**config.mk**
```make
export PLATFORM = sky130hd
export DESIGN_NAME = qtus_ctrl
export DESIGN_NICKNAME = d
export VERILOG_FILES = /design/src/hdl/qtus_pkg.sv /design/src/hdl/qtus_ctrl.sv
export SDC_FILE = /design/constraint.sdc
export NUM_CORES = 1
export LEC_CHECK = 0
export ABC_CLOCK_PERIOD_IN_PS = 3600
export BUFFER_PORTS_ARGS = -buffer_cell sky130_fd_sc_hd__buf_2
export CAP_MARGIN = 20
export CORE_ASPECT_RATIO = 0.9
export CORE_MARGIN = 5
export CORE_UTILIZATION = 23
export DETAILED_ROUTE_END_ITERATION = 10
export HOLD_SLACK_MARGIN = 0.1
export PLACE_DENSITY = 0.6
export SYNTH_ARGS = -nofsm -noshare
export SYNTH_HDL_FRONTEND = slang
export SYNTH_SLANG_ARGS = --single-unit
```
**constraint.sdc**
```tcl
create_clock -name aclk -period 3.6 [get_ports aclk]
set_input_delay 0.72 -clock aclk [delete_from_list [all_inputs] [get_ports aclk]]
set_output_delay 0.72 -clock aclk [all_outputs]
set_load 0.01 [all_outputs]
```
**src/hdl/qtus_pkg.sv**
```systemverilog
// Shared constants, configuration layout and controller/datapath interface types.
package qtus_pkg;

    localparam int NUM_ENVS    = 4;
    localparam int MAX_STATES  = 256;
    localparam int MAX_ACTIONS = 8;

    localparam int STORE_DEPTH = NUM_ENVS * MAX_STATES * MAX_ACTIONS;
    localparam int ADDR_W      = $clog2(STORE_DEPTH);
    localparam int ACT_W       = (MAX_ACTIONS > 1) ? $clog2(MAX_ACTIONS) : 1;
    localparam int NA_W        = $clog2(MAX_ACTIONS + 1);
    localparam int NS_W        = $clog2(MAX_STATES + 1);

    // fixed field widths
    localparam int ENV_W    = 2;
    localparam int STATE_W  = 8;
    localparam int ACTION_W = 3;
    localparam int Q_W      = 32;
    localparam int FRAC_W   = 17;
    localparam int DRAW_W   = 16;
    localparam int GRID_W   = 5;
    localparam int NACT_W   = 4;

    localparam int CFG_IDX_W  = 3;
    localparam int CFG_DATA_W = 17;
    localparam int ONE_Q16    = 65536;

    localparam logic OP_UPDATE = 1'b0;
    localparam logic OP_SELECT = 1'b1;

    typedef enum logic [CFG_IDX_W-1:0] {
        CFG_GRID_WIDTH   = 3'd0,
        CFG_GRID_HEIGHT  = 3'd1,
        CFG_ACTIONS      = 3'd2,
        CFG_LEARN_RATE   = 3'd3,
        CFG_DISCOUNT     = 3'd4,
        CFG_EXPLORE      = 3'd5
    } cfg_index_t;

    typedef struct packed {
        logic [GRID_W-1:0] grid_cols;
        logic [GRID_W-1:0] grid_rows;
        logic [NACT_W-1:0] actions_in_use;
        logic [FRAC_W-1:0] alpha_rate;
        logic [FRAC_W-1:0] discount;
        logic [FRAC_W-1:0] explore_threshold;
    } cfg_t;

    typedef enum logic [3:0] {
        ST_CLEAR,
        ST_IDLE,
        ST_DECODE,
        ST_SCAN,
        ST_CUR,
        ST_SEL_LAST,
        ST_MUL1,
        ST_SUM1,
        ST_DIFF,
        ST_MUL2,
        ST_SUM2,
        ST_FINISH
    } ctrl_state_t;

    typedef enum logic [1:0] {
        RES_REJECT,
        RES_RANDOM,
        RES_GREEDY,
        RES_UPDATE
    } res_kind_t;

    typedef struct packed {
        logic      clr_we;
        logic      load_in;
        logic      cnt_clr;
        logic      cnt_inc;
        logic      rd_en;
        logic      rd_cur;
        logic      cmp_en;
        logic      mul1;
        logic      sum1;
        logic      diff;
        logic      mul2;
        logic      sum2;
        logic      out_load;
        logic      q_we;
        res_kind_t res_kind;
    } dp_cmd_t;

    typedef struct packed {
        logic clr_done;
        logic op_select;
        logic env_bad;
        logic upd_bad;
        logic sel_bad;
        logic explore;
        logic scan_last;
        logic out_busy;
    } dp_stat_t;

endpackage

```
**src/hdl/qtus_ctrl.sv**
```systemverilog
// Controller: sequences clearing, decode, table scan, update arithmetic and result hand-off.
module qtus_ctrl import qtus_pkg::*; (
    input  logic     aclk,
    input  logic     aresetn,
    input  logic     s_valid,
    output logic     s_ready,
    input  dp_stat_t stat,
    output dp_cmd_t  cmd
);

    ctrl_state_t state_reg;
    ctrl_state_t state_next;
    res_kind_t   kind_reg;
    res_kind_t   kind_next;

    always_ff @(posedge aclk) begin
        if (!aresetn) begin
            state_reg <= ST_CLEAR;
            kind_reg  <= RES_REJECT;
        end else begin
            state_reg <= state_next;
            kind_reg  <= kind_next;
        end
    end

    always_comb begin
        state_next = state_reg;
        kind_next  = kind_reg;
        unique case (state_reg)
            ST_CLEAR: begin
                if (stat.clr_done) begin
                    state_next = ST_IDLE;
                end
            end
            ST_IDLE: begin
                if (s_valid) begin
                    state_next = ST_DECODE;
                end
            end
            ST_DECODE: begin
                priority if (stat.env_bad) begin
                    state_next = ST_FINISH;
                    kind_next  = RES_REJECT;
                end else if (!stat.op_select) begin
                    if (stat.upd_bad) begin
                        state_next = ST_FINISH;
                        kind_next  = RES_REJECT;
                    end else begin
                        state_next = ST_SCAN;
                        kind_next  = RES_UPDATE;
                    end
                end else if (stat.sel_bad || stat.explore) begin
                    state_next = ST_FINISH;
                    kind_next  = RES_RANDOM;
                end else begin
                    state_next = ST_SCAN;
                    kind_next  = RES_GREEDY;
                end
            end
            ST_SCAN: begin
                if (stat.scan_last) begin
                    state_next = (kind_reg == RES_UPDATE) ? ST_CUR : ST_SEL_LAST;
                end
            end
            ST_CUR:      state_next = ST_MUL1;
            ST_SEL_LAST: state_next = ST_FINISH;
            ST_MUL1:     state_next = ST_SUM1;
            ST_SUM1:     state_next = ST_DIFF;
            ST_DIFF:     state_next = ST_MUL2;
            ST_MUL2:     state_next = ST_SUM2;
            ST_SUM2:     state_next = ST_FINISH;
            ST_FINISH: begin
                if (!stat.out_busy) begin
                    state_next = ST_IDLE;
                end
            end
            default: state_next = ST_IDLE;
        endcase
    end

    always_comb begin
        cmd          = '0;
        cmd.res_kind = kind_reg;
        s_ready      = 1'b0;
        unique case (state_reg)
            ST_CLEAR: cmd.clr_we = 1'b1;
            ST_IDLE: begin
                s_ready     = 1'b1;
                cmd.load_in = s_valid;
            end
            ST_DECODE: cmd.cnt_clr = 1'b1;
            ST_SCAN: begin
                cmd.rd_en   = 1'b1;
                cmd.cmp_en  = 1'b1;
                cmd.cnt_inc = 1'b1;
            end
            ST_CUR: begin
                cmd.rd_en  = 1'b1;
                cmd.rd_cur = 1'b1;
            end
            ST_SEL_LAST: ;
            ST_MUL1: cmd.mul1 = 1'b1;
            ST_SUM1: cmd.sum1 = 1'b1;
            ST_DIFF: cmd.diff = 1'b1;
            ST_MUL2: cmd.mul2 = 1'b1;
            ST_SUM2: cmd.sum2 = 1'b1;
            ST_FINISH: begin
                // commit the write together with the result word
                cmd.out_load = !stat.out_busy;
                cmd.q_we     = !stat.out_busy && (kind_reg == RES_UPDATE);
            end
            default: ;
        endcase
    end

endmodule

```
# After elaboration in Yosys (flattened, before gate mapping)

Index checks and enable logic that the tools add are counted.

Bits in registers: 6
Bits of input ports: 11
Output and inout port bits: 17
Word-level logic and storage cells: 52

Eq/ne operators: 16
Multiplexer cells: 27
Reduce and logical (&&, ||, !) cells: 7

Operators by type and width:

| kind               | number |
|---|---|
| $pmux 4 s11        | 1 |
| $mux 4             | 8 |
| $eq 4x3->1 const B | 4 |
| $eq 4x4->1 const B | 4 |
| $mux 1             | 13 |
| $mux 2             | 5 |
| $eq 4x2->1 const B | 2 |
| $ne 2x2->1 const B | 4 |
| $eq 4x1->1 const B | 1 |
| $logic_not 4->1    | 1 |
| $reduce_and 4->1   | 1 |
| $reduce_or 2->1    | 2 |
| $eq 2x2->1 const B | 1 |
| $logic_and 1x1->1  | 1 |
| $logic_not 1->1    | 1 |
| $logic_or 1x1->1   | 1 |

# Depth between registers and ports, before layout

Gate-level depths: netlist of the first run.

Depth after elaboration: 5
Gate-level depth with buffers: 5
Depth with buffers taken out: 5

# Worst setup path before layout of the first run

OpenSTA, ideal clock, no wires.

Kind: input port to output port
From: input port stat[0] (netlist bit)
To: output port cmd[2] (netlist bit)
Data arrival time: 1,315 ps
Path slack: 1,565 ps
Stages on the path: 2
Cells stage by stage: nor3_1 and3_1

RTL lines:

| what            | line           | text |
|---|---|---|
| start, declared | qtus_ctrl.sv:7 | `input dp_stat_t stat,` |
| end, declared   | qtus_ctrl.sv:8 | `output dp_cmd_t cmd` |

==> summary.txt, run 1 <==
Worst hold path
  – Cell count of the worst hold path: 2
  – Worst hold endpoint: kind_reg[0]
  – Hold Crit Start: kind_reg[0]
  – Hold/Removal Path Class: flip-flop to flip-flop

Critical path
  – Crit-path leading delay family: simple AND/OR/NAND/NOR gates
  – WP buf/inv: 1
  – Required @ worst endpoint: around 2.9 ns
  – Critical R2R Launch: state_reg[1]
  – Critical Path, Cell by Cell: nand2_2, nor3_1, and3_1, buf_2
  – R2R depth: 4
  – FF-to-FF End: state_reg[2]
  – Crit path capture type: output pin
  – Highest-delay cell along the critical path: dfxtp_1
  – CP Launch Type: flip-flop
  – Flop2flop setup slack: 2.10 ns
  – CP max stage delay: 0.53 ns
  – Crit Path Max Fanout: 11
  – Worst setup path class: flip-flop to output pin
  – CP Data Arrival Time: 1.46 ns

Floorplanning
  – Number of I/O pins: 28
  – Initial Utilization: 24.31%
  – Die Area: 0.003025 mm²
  – Die extent in x: approximately 57 µm
  – Core Region: about 0.0019 mm²
  – Core Rows: 15
  – Chip Height: around 53 µm

Detailed routing
  – DR vias: about 600
  – Drt pass-1 iters: 4
  – Iter 0 DRT Violations: 11
  – Average routed wire per standard cell: roughly 12 µm
  – Routed wire length: between 1000 and 1500 µm
  – DRT antenna net count: 0
  – DRC: 0
  – Via/cell ratio: between 4 and 5

Placed design
  – Inst Count DP: between 100 and 150
  – Post-DP HPWL: about 1100 µm
  – Post-place setup slack: around 1.5 ns
  – Gpl congestion: between 0.8 and 0.9
  – Input/output buffers: 27
  – Placed Area: 619.3 µm²

Finish
  – Max FFs per register: 4
  – Fraction of layout cells with a size suffix above 1: roughly 38%
  – Core Util, Final: 33.53%
  – Finished Layout Cells: 121
  – Antenna cell count: 0
  – P&R area growth vs syn: 37.90%
  – NumNets Final: 109
  – Cell area after layout: 641.9 µm²

Logic synthesis
  – Number of flops mapped to enable cells by yosys: 0
  – Syn nets: 79
  – Netlist cell types: 30
  – Synth Register Bits: 6
  – FFs w/ async S/R, synth: 0%
  – Cell taking the most area after synthesis: dfxtp_1
  – Post-synth top area share: approximately a quarter
  – Synth area leaders: dfxtp_1, nor2_1, a21oi_1
  – Post-Synthesis Cells: 68
  – Yosys warning total: 0
  – Synth Flop Type: dfxtp_1
  – Sequential area share after synthesis: between 20% and 30%
  – Area of the mapped netlist: approximately 470 µm²
  – Synth Area per Inst: a little under 7 µm²

Global route
  – Vias in the first global route: 571
  – Number of antenna violations at the first check in global routing: 0
  – Gr ovfl total: 0
  – First-pass GRT wire length: ~2300 µm
  – Pin count of the biggest net entering global routing: 12
  – Gr usage total: under 10%

Power
  – Pwr Density: about 610 mW/mm²
  – Total power: about 0.4 mW
  – Leak: about 0.32 nW
  – Peak supply drop: around 270 µV

STA
  – Worst-Margin Slew: 0.3592 ns
  – Fmax: around 0.46 GHz
  – Final setup skew: 0.002891 ns
  – Worst hold margin: between 0.5 and 0.6 ns
  – Fin crit share: 60.57%
  – Final setup viols: 0
  – Crit path time final: around 2.2 ns
  – Slew headroom: 76.02%
  – Setup TNS: 0 ns
  – Final Hold Viols: 0
  – Final critical-path setup slack: 1.419 ns
  – RSZ-0062 raised after global routing: false
  – Slew Viols, Final: 0

CTS
  – Setup Buffers After CTS: 0
  – Clk pin slew, worst setup/hold paths: around 0.05 ns
  – Worst skew pair latency: roughly 0.24 ns
  – Inserted Clock Buffers: 3
  – CTS tree: built
  – Post-CTS Hold Fix Bufs: 0
  – Clock Root Buffer: clkbuf_4
  – CTS sink count: 6
  – Post-cts repair resize count: 0
  – Clock Path Buffers: 2
  – # H-tree levels: 1

Outcome
  – Outcome: finished, final reports clean

Flow run
  – Max_cap viols: 0
[final cells by class]
cell class | instances | area, µm²
tap | 25 | 31.28
timing repair buffer | 27 | 135.1
multi-input combinational | 56 | 317.8
clock buffer | 3 | 22.52
fill | 231 | 1272
inverter | 4 | 15.01
sequential | 6 | 120.1
[cell usage in the layout, fill, tap and decap left out]
cell and instances:
a2111oi_2 1, and3_1 1, or2_2 2, nand3_1 5, buf_2 27, dfxtp_1 6, nand2_2 1, inv_1 3
o22ai_1 2, inv_2 1, o21ai_0 2, a22oi_1 1, o31ai_1 2, nor2b_1 1, a22o_1 1, o221ai_1 1
and2_1 1, or2_4 1, nand2_1 6, a21oi_1 5, or2b_1 1, nand2b_1 3, clkbuf_4 3, nor3_1 1
nand3b_1 1, nor2_1 13, mux2i_1 1, and2b_1 1, or3b_1 1, o21a_1 1
[cells in the mapped netlist (2+ instances only)]
cell / instances
dfxtp_1: 6
nand2b_1: 3
nand2_1: 6
a21oi_1: 5
o31ai_1: 2
o21ai_0: 2
nand3_1: 5
inv_1: 3
o22ai_1: 2
nor2_1: 13
or2_2: 2
[worst max path at each step]
stage | cells after the start | start | endpoint | slack (ns)
after floorplan | 2 | stat[0] | cmd[2] | 1.56
after global placement | 4 | stat[0] | cmd[2] | 1.57
after detailed placement | 4 | stat[0] | cmd[2] | 1.53
after CTS | 4 | state_reg[1] | cmd[2] | 1.41
after global routing | 4 | state_reg[1] | cmd[2] | 1.30
final | 4 | state_reg[1] | cmd[2] | 1.42
[power by group]
part | internal (mW) | leakage, nW | total, mW | switching [mW]
Combinational | 0.0936 | 0.260 | 0.215 | 0.121
Clock | 0.0376 | 0.0138 | 0.0609 | 0.0232
Sequential | 0.0824 | 0.0490 | 0.115 | 0.0327
[kinds of logic (layout without fill, tap and decap cells)]
| family | Yosys count | in the layout | synth area share (%) |
|---|---|---|---|
| flops | 6 | 6 | 25.81 |
| simple gates | 39 | 39 | 42.48 |
| compound gates | 16 | 16 | 23.65 |
| buf+inv | 6 | 34 | 5.913 |
| mux | 1 | 1 | 2.151 |
[layer usage]
metal / vias up / GRT usage (%) / wire length [µm]
met1: 267 / 9.380 / 556
met3: 0 / 5.419 / 120
li1: 291 / - / -
met2: 26 / 18.23 / 745
met5: - / 0 / 0
met4: 0 / 2.703 / 0
[worst reg2reg max path: stages, from the launching register on]
cell and delay (ns):
dfxtp_1 0.53, or2_4 0.22, o22ai_1 0.10, a22o_1 0.23, a2111oi_2 0.32
No activity file was read; power rests on OpenSTA's default activity.
==> run 2: changes to the inputs <==
--- a/config.mk
+++ b/config.mk
@@ -5,7 +5,7 @@
 export SDC_FILE = /design/constraint.sdc
 export NUM_CORES = 1
 export LEC_CHECK = 0
-export ABC_CLOCK_PERIOD_IN_PS = 3600
+export ABC_CLOCK_PERIOD_IN_PS = 2200
 export BUFFER_PORTS_ARGS = -buffer_cell sky130_fd_sc_hd__buf_2
 export CAP_MARGIN = 20
 export CORE_ASPECT_RATIO = 0.9
==> constraint.sdc (replaced) <==
create_clock -name aclk -period 2.2 [get_ports aclk]
set_input_delay 0.44 -clock aclk [delete_from_list [all_inputs] [get_ports aclk]]
set_output_delay 0.44 -clock aclk [all_outputs]
set_load 0.01 [all_outputs]
==> summary.txt, run 2 (synthesis results as in run 1) <==
CTS
  – Post-CTS Hold Fix Bufs: 0 (unchanged)
  – Setup Buffers After CTS: 0 (unchanged)
  – Clock Path Buffers: 2 (unchanged)
  – # H-tree levels: 1 (unchanged)
  – CTS sink count: 6 (unchanged)
  – Post-cts repair resize count: 0 (unchanged)
  – Clock Root Buffer: clkbuf_4
  – Inserted Clock Buffers: 3 (unchanged)
  – Clk pin slew, worst setup/hold paths: 0.04 ns (about the same)
  – CTS tree: built
  – Worst skew pair latency: 0.24 ns (about the same)

Floorplanning
  – Die extent in x: 57.42 µm (unchanged)
  – Die Area: 0.003025 mm² (unchanged)
  – Chip Height: 52.68 µm (unchanged)
  – Core Region: 0.001914 mm² (unchanged)
  – Number of I/O pins: 28 (unchanged)
  – Core Rows: 15 (unchanged)
  – Initial Utilization: 24.31% (unchanged)

Placed design
  – Placed Area: 619.3 µm² (unchanged)
  – Gpl congestion: 0.8662 (+6.3%)
  – Post-DP HPWL: 1114 µm (-2.3%)
  – Input/output buffers: 27 (unchanged)

STA
  – RSZ-0062 raised after global routing: false
  – Final setup skew: 0.002459 ns (-0.0004317 ns)
  – Slew Viols, Final: 0 (unchanged)
  – Crit path time final: ~1.9 ns
  – Slew headroom: 76.53% (+0.51 points)
  – Fmax: between 0.5 and 0.6 GHz
  – Fin crit share: around 85%
  – Setup TNS: 0 ns (unchanged)
  – Final setup viols: 0 (unchanged)
  – Final Hold Viols: 0 (unchanged)
  – Worst-Margin Slew: 0.3515 ns (-0.007702 ns)

Flow run
  – Max_cap viols: 0 (unchanged)

Detailed routing
  – DR vias: 574 (-1.7%)
  – Iter 0 DRT Violations: 4 (-7)
  – Routed wire length: 1285 µm (-9.7%)
  – DRC: 0 (unchanged)
  – Average routed wire per standard cell: 10.62 µm (-9.7%)
  – Via/cell ratio: 4.744 (-1.7%)
  – Drt pass-1 iters: 4 (unchanged)
  – DRT antenna net count: 0 (unchanged)

Finish
  – Commonest non-fill, non-tap cell in the layout: buf_2
  – NumNets Final: 109 (unchanged)
  – Max FFs per register: 4 (unchanged)
  – Antenna cell count: 0 (unchanged)
  – Fraction of layout cells with a size suffix above 1: 37.50% (unchanged)
  – P&R area growth vs syn: 37.90% (unchanged)
  – Cell area after layout: 641.9 µm² (unchanged)
  – Most frequent cells in the layout: buf_2, nor2_1, nand2_1, dfxtp_1

Critical path
  – Worst setup path class: flip-flop to output pin
  – Crit Path Max Fanout: 11 (unchanged)
  – Critical Path, Cell by Cell: nand2_2, nor3_1, and3_1, buf_2
  – Flop2flop setup slack: 0.74 ns (-1.36 ns)
  – Crit-path leading delay family: simple AND/OR/NAND/NOR gates
  – CP max stage delay: 0.52 ns (about the same)
  – WP buf/inv: 1 (unchanged)
  – CP Launch Type: flip-flop
  – Highest-delay cell along the critical path: dfxtp_1
  – Crit path capture type: output pin
  – CP Data Arrival Time: 1.44 ns (-0.02 ns)
  – Required @ worst endpoint: 1.76 ns (-1.12 ns)

Global route
  – Gr usage total: 9.706% (-0.14 points)
  – Gr ovfl total: 0 (unchanged)
  – Vias in the first global route: 564 (-1.2%)
  – Pin count of the biggest net entering global routing: 12 (unchanged)
  – First-pass GRT wire length: 2290 µm (-0.30%)
  – Number of antenna violations at the first check in global routing: 0 (unchanged)

Outcome
  – Outcome: finished, final reports clean

Worst hold path
  – Hold/Removal Path Class: input port to flip-flop

Power
  – Pwr Density: 980.6 mW/mm² (+61%)
  – Leak: 0.3225 nW (unchanged)
  – Peak supply drop: 386.4 µV (+42%)
==> run 2: cell counts in the layout (fill, tap and decap cells not counted) <==
Identical to the previous run, type by type.
==> run 2: area by class of cell <==
| type | instances | area [µm²] |
|---|---|---|
| Fill cell | 222 | 1272 |
| Inverter | 4 | 15.01 |
| Tap cell | 25 | 31.28 |
| Sequential cell | 6 | 120.1 |
| Timing Repair Buffer | 27 | 135.1 |
| Multi-Input combinational cell | 56 | 317.8 |
| Clock buffer | 3 | 22.52 |
==> run 2: stage by stage <==
step | hold slack [ns] | power, mW | instances | util [%] | setup WS [ns]
after floorplan | 0.4967 | 0.4348 | 68 | - | 0.5801
after global placement | 0.4881 | 0.5326 | 118 | 32.35 | 0.6152
after detailed placement | 0.4885 | 0.5350 | 118 | 32.35 | 0.5630
after CTS | 0.4694 | 0.6393 | 121 | 33.53 | 0.2965
after global routing | 0.4844 | 0.7032 | 121 | 33.53 | 0.1605
final | 0.4751 | 0.6294 | 121 | 33.53 | 0.3193
==> run 2: worst paths after layout <==
check / from / endpoint / depth (start not counted)
setup / recovery: state_reg[1] / cmd[2] / 4
hold / removal: aresetn / state_reg[3] / 2
setup reg to reg: state_reg[1] / state_reg[2] / 4
hold reg to reg: kind_reg[0] / kind_reg[0] / 2
==> run 2: layer usage <==
layer / vias to the layer above / global-route usage, % / wire [µm]
li1: 297 / - / -
met1: 264 / 11.00 / 535
met2: 13 / 16.92 / 672
met3: 0 / 2.463 / 77
met4: 0 / 4.633 / 0
met5: - / 0 / 0
==> run 2: power breakdown <==
group          internal (mW)  switching, mW
clock                 0.0615         0.0369
sequential             0.135         0.0522
combinational          0.153          0.191
